File: config.mk
export PLATFORM = sky130hd
export DESIGN_NAME = sevs_ram
export DESIGN_NICKNAME = d
export VERILOG_FILES = /design/src/rtl/core/sevs_ram.sv
export SDC_FILE = /design/constraint.sdc
export NUM_CORES = 1
export LEC_CHECK = 0
export BUFFER_PORTS_ARGS = -buffer_cell sky130_fd_sc_hd__buf_2
export CAP_MARGIN = 20
export CORE_ASPECT_RATIO = 1.75
export CORE_MARGIN = 5
export CORE_UTILIZATION = 60
export CTS_CLUSTER_SIZE = 28
export DETAILED_ROUTE_END_ITERATION = 8
export PLACE_DENSITY = 0.87
export SLEW_MARGIN = 0
export SYNTH_ARGS = -nofsm -noshare
export SYNTH_HDL_FRONTEND = slang
export SYNTH_SLANG_ARGS = --single-unit
File: constraint.sdc
create_clock -name i_clk -period 2.2 [get_ports i_clk]
set_clock_uncertainty 0.15 [all_clocks]
set_input_delay 0.44 -clock i_clk [delete_from_list [all_inputs] [get_ports i_clk]]
set_output_delay 0.44 -clock i_clk [all_outputs]
set_load 0.005 [all_outputs]
File: src/rtl/core/sevs_ram.sv
module sevs_ram #(
    parameter int WIDTH = 8,
    parameter int DEPTH = 16
) (
    input  logic                     i_clk,
    input  logic                     i_we,
    input  logic [$clog2(DEPTH)-1:0] i_waddr,
    input  logic [WIDTH-1:0]         i_wdata,
    input  logic                     i_re,
    input  logic [$clog2(DEPTH)-1:0] i_raddr,
    output logic [WIDTH-1:0]         o_rdata
);

    logic [WIDTH-1:0] r_mem [0:DEPTH-1];
    logic [WIDTH-1:0] r_rdata;

    // one write port, one registered read port; read data holds between reads
    always_ff @(posedge i_clk) begin
        if (i_we) begin
            r_mem[i_waddr] <= i_wdata;
        end
        if (i_re) begin
            r_rdata <= r_mem[i_raddr];
        end
    end

    assign o_rdata = r_rdata;

endmodule

## Word level (Yosys, flattened, before mapping)

Memory sizes are Yosys's and may differ from the RTL's. A register that Yosys moved wholly into a read port is not among the register bits.
Index checks and enable logic that the tools add are counted.

- Register bits after elaboration: 0
- RAM bits: 128
- Input bits: 19
- Logic and storage cells: 3
- Memories: 1

- Multiplexer cells: 2

Memories:

| name | words | bits a word | read ports | clocked after Yosys merged registers in | wr ports | RTL line | source |
|---|---|---|---|---|---|---|---|
| r_mem | 16 | 8 | 1 | 1 | 1 | 14 | `logic [WIDTH-1:0] r_mem [0:DEPTH-1];` |

Operator list:

| operator | number |
|---|---|
| $mux W1 | 2 |

## Longest topological paths before layout

- Word-level depth: 2
- Mapped depth: 5

## Worst setup path before layout

OpenSTA, ideal clock, no wires.

- Path kind: input port to flip-flop
- Start: in i_waddr[2]
- End: mem r_mem[0][0] (enable)
- Library setup time: 383 ps
- Arrival time: 1550 ps
- Setup slack: 117 ps
- Stages on the path: 2
- Cell sequence: or3b_2 nor3_1

RTL lines:

| item | RTL line | source |
|---|---|---|
| start, declared | 7 | `input logic [$clog2(DEPTH)-1:0] i_waddr,` |
| end, declared | 14 |  |

Straight into the memory's write port.

==> results.yml <==
status:
  status: "finished, final reports clean"
die:
  die_area_mm2: 0.01075
  die_x_um: 80.56
  core.rowCount: 45
  core_area_mm2: 0.008615
  i_o_pin_cnt: 27
  start_util_pct: 60.68
  die_h_um: 133.5
placement:
  replace_congestion: 0.7587
  port_buffers: 26
  place_ws_ps: 103.8
  post_dp_cell_area_mm2: 0.005620
  place.detailed.hpwl_um: 6259
power:
  power.combinational.fraction_pct: 4.4
  pwr-share-clk_pct: 46.9
  intPower_w: 0.004827
  powerDensity_mw_per_mm2: 969.7
  p_total_w: 0.006036
  power_frac_seq_pct: 48.6
  power.static_leakage_nw: 2.126
  vdd_ir_drop_max_mv: 0.8033
  switching_share_pct: 20.03
  power.switching_w: 0.001209
hold_path:
  hp-start: "i_re"
  worst_hold_path_type: "in2reg"
  whs_endpoint: "o_rdata[7]"
  hold-path-cell-count: 1
worst_setup_path:
  worst_path_dominant_cell_family: "multiplexers"
  r2r_start: "r_mem[3][4]"
  worst_r2r_endpoint: "o_rdata[4]"
  critPathKind: "in2reg"
  cp_num_buf_inv: 2
  worst-endpoint-required_ps: 2200
  worstPathArrival_ps: 1690
  cpMaxStageDelayCell: "mux4_2"
  worst-path-max-fanout: 17
  critical_path_sink_type: "register"
  startpoint_type_of_the_worst_setup_path: "primary input"
  crit_path_cell_trace: "buf_2 > buf_12 > mux4_2 > a22oi_1 > nand2_1"
  setup_slack_on_the_worst_flop_to_flop_path_ps: 530
  critical-path-max-stage-delay_ps: 520
  reg2regPathDepth: 3
route:
  drt-total-wl_um: 9958
  post-route-drc-count: 0
  wire_per_inst_um: 23.94
  drt-pass1-iter-count: 5
  ant_nets: 0
  total_via_count_after_detailed_routing: 2579
  post_detailed_route_via_to_cell_ratio: 6.200
  dr.first_iter.drc_count: 310
synthesis:
  count_of_state_elements_after_synthesis: 136
  synth.net_count: 248
  part_of_the_yosys_area_used_for_sequential_elements_pct: 78.12
  warnings_from_yosys: 0
  post_synth_inst_count: 229
  mappedNetlistArea_mm2: 0.005228
  synth.lib_cells_used.distinct: 18
  postSynthAreaPerCell_um2: 22.83
global_routing:
  global_route_wire_length_before_repair_um: 15440
  largest_net_degree_at_the_start_of_global_routing: 33
  globalRouteOverflowTotal: 0
  first_global_vias: 2668
  antenna_found_initial: 0
  grt.total_usage_pct: 20.86
sta:
  grt_setup_unrepaired: "false"
  setup_total_negative_slack_ps: 0
  drv_slew: 0
  timing_worst_slew_pin_value_ps: 399.3
  fin_ws_ps: 503.9
  setup_violations: 0
  maxSlewHeadroom_pct: 73.28
  finalHoldViolCount: 0
  clock_period_minus_worst_slack_ps: 1696
  fmax_mhz: 589.6
  post-route-period-util_pct: 77.09
cells_and_area:
  final_design_area_no_fill_mm2: 0.006225
  nNetsFinal: 305
  layout_cell_share_with_drive_strength_beyond_1_pct: 32.78
  synthToLayoutAreaGrowth_pct: 19.08
  insertedDiodeCount: 0
clocking:
  ctsResizeCount: 0
  clock_tree_from_tritoncts: "yes"
  htreeDepth: 4
  clock_latency_ps: 410
  clkTransAtPathRegs_ps: 60
  cts-root-buf: "clkbuf_16"
  clk_path_buf_depth: 2
  clk_sink_count: 136
  cts_inserted_buffers: 17
  cts_hold_repair.buffers: 0
  postCtsSetupBuffers: 0
flow_run:
  maxCapViolCount: 0
synth_stat cells, drive strengths merged:
cell type | number | area [µm²]
or3b | 1 | 8.760
clkdlybuf4s25 | 3 | 30.03
nor2 | 13 | 48.80
mux4 | 32 | 773.2
nor2b | 1 | 6.260
nand2b | 2 | 12.51
nand3 | 1 | 5.000
nor3 | 4 | 20.02
and2 | 1 | 6.260
edfxtp | 136 | 4084
and2b | 1 | 7.510
nand3b | 2 | 15.01
a22oi | 16 | 120.1
nand2 | 9 | 33.78
buf | 7 | 56.30
flip-flops by register name, summed over array words and instances (netlist names):
signal,cells
r_mem,128
o_rdata,8
per-stage QoR:
stage | std cells | utilization [%] | hold WS, ps
global placement | 384 | 65.24 | 576.0
global route | 416 | 72.26 | 226.7
floorplan | 229 | - | 388.9
detailed placement | 384 | 65.24 | 588.7
CTS | 416 | 72.26 | 220.7
finish | 416 | 72.26 | 231.6
placed cells by master, fill, tap and decap left out:
cell        count
nor3_1          4
clkinvlp_4      3
clkinv_2        2
bufinv_16       3
clkinv_4        4
buf_2          26
and2_1          1
nor2_1         13
nand2b_1        2
mux4_2         18
mux4_1         14
nand3b_1        2
buf_12          3
nand2_1         9
clkbuf_1        1
nor2b_1         1
a22oi_1        16
buf_4          19
inv_6           2
edfxtp_1      136
and2b_1         1
or3b_2          1
clkbuf_16      17
nand3_1         1
power groups by stage:
| stage | Combinational [W] | Sequential [W] | Clock (W) |
|---|---|---|---|
| global placement | 0.000258 | 0.00298 | 0 |
| global route | 0.000290 | 0.00294 | 0.00301 |
| CTS | 0.000271 | 0.00294 | 0.00287 |
| finish | 0.000268 | 0.00293 | 0.00283 |
| detailed placement | 0.000268 | 0.00299 | 0 |
| floorplan | 0.000147 | 0.00299 | 0 |
layout make-up:
cell class | instances | area (µm²)
flip-flops and latches | 136 | 4084
fillers | 482 | 2390
multi-input cells | 83 | 1057
clock buffers | 18 | 429.2
repair buffers | 48 | 332.8
clock inverters | 14 | 175.2
well taps | 117 | 146.4
layer usage:
layer,routed length [µm],track usage (%)
met1,3712,26.33
met2,5422,33.63
met3,598,5.683
met4,225,9.492
met5,0,0
worst max path at each step:
stage               startpoint     endpoint  slack, ps  depth (start not counted)
floorplan           i_waddr[2]  r_mem[0][0]        120                          2
global placement    i_raddr[0]   o_rdata[2]        120                          5
detailed placement  i_raddr[0]   o_rdata[2]        100                          5
CTS                 i_raddr[0]   o_rdata[4]        510                          5
global route        i_raddr[0]   o_rdata[1]        440                          5
finish              i_raddr[0]   o_rdata[4]        500                          5
logic make-up after synthesis:
| group | after synthesis | synth area share [%] |
|---|---|---|
| multiplexers | 32 | 14.79 |
| buffers and inverters | 10 | 1.651 |
| AND/OR/NAND/NOR | 35 | 3.136 |
| flip-flops | 136 | 78.12 |
| AO/OA/AOI/OAI | 16 | 2.298 |
No activity file was read; power rests on OpenSTA's default activity.
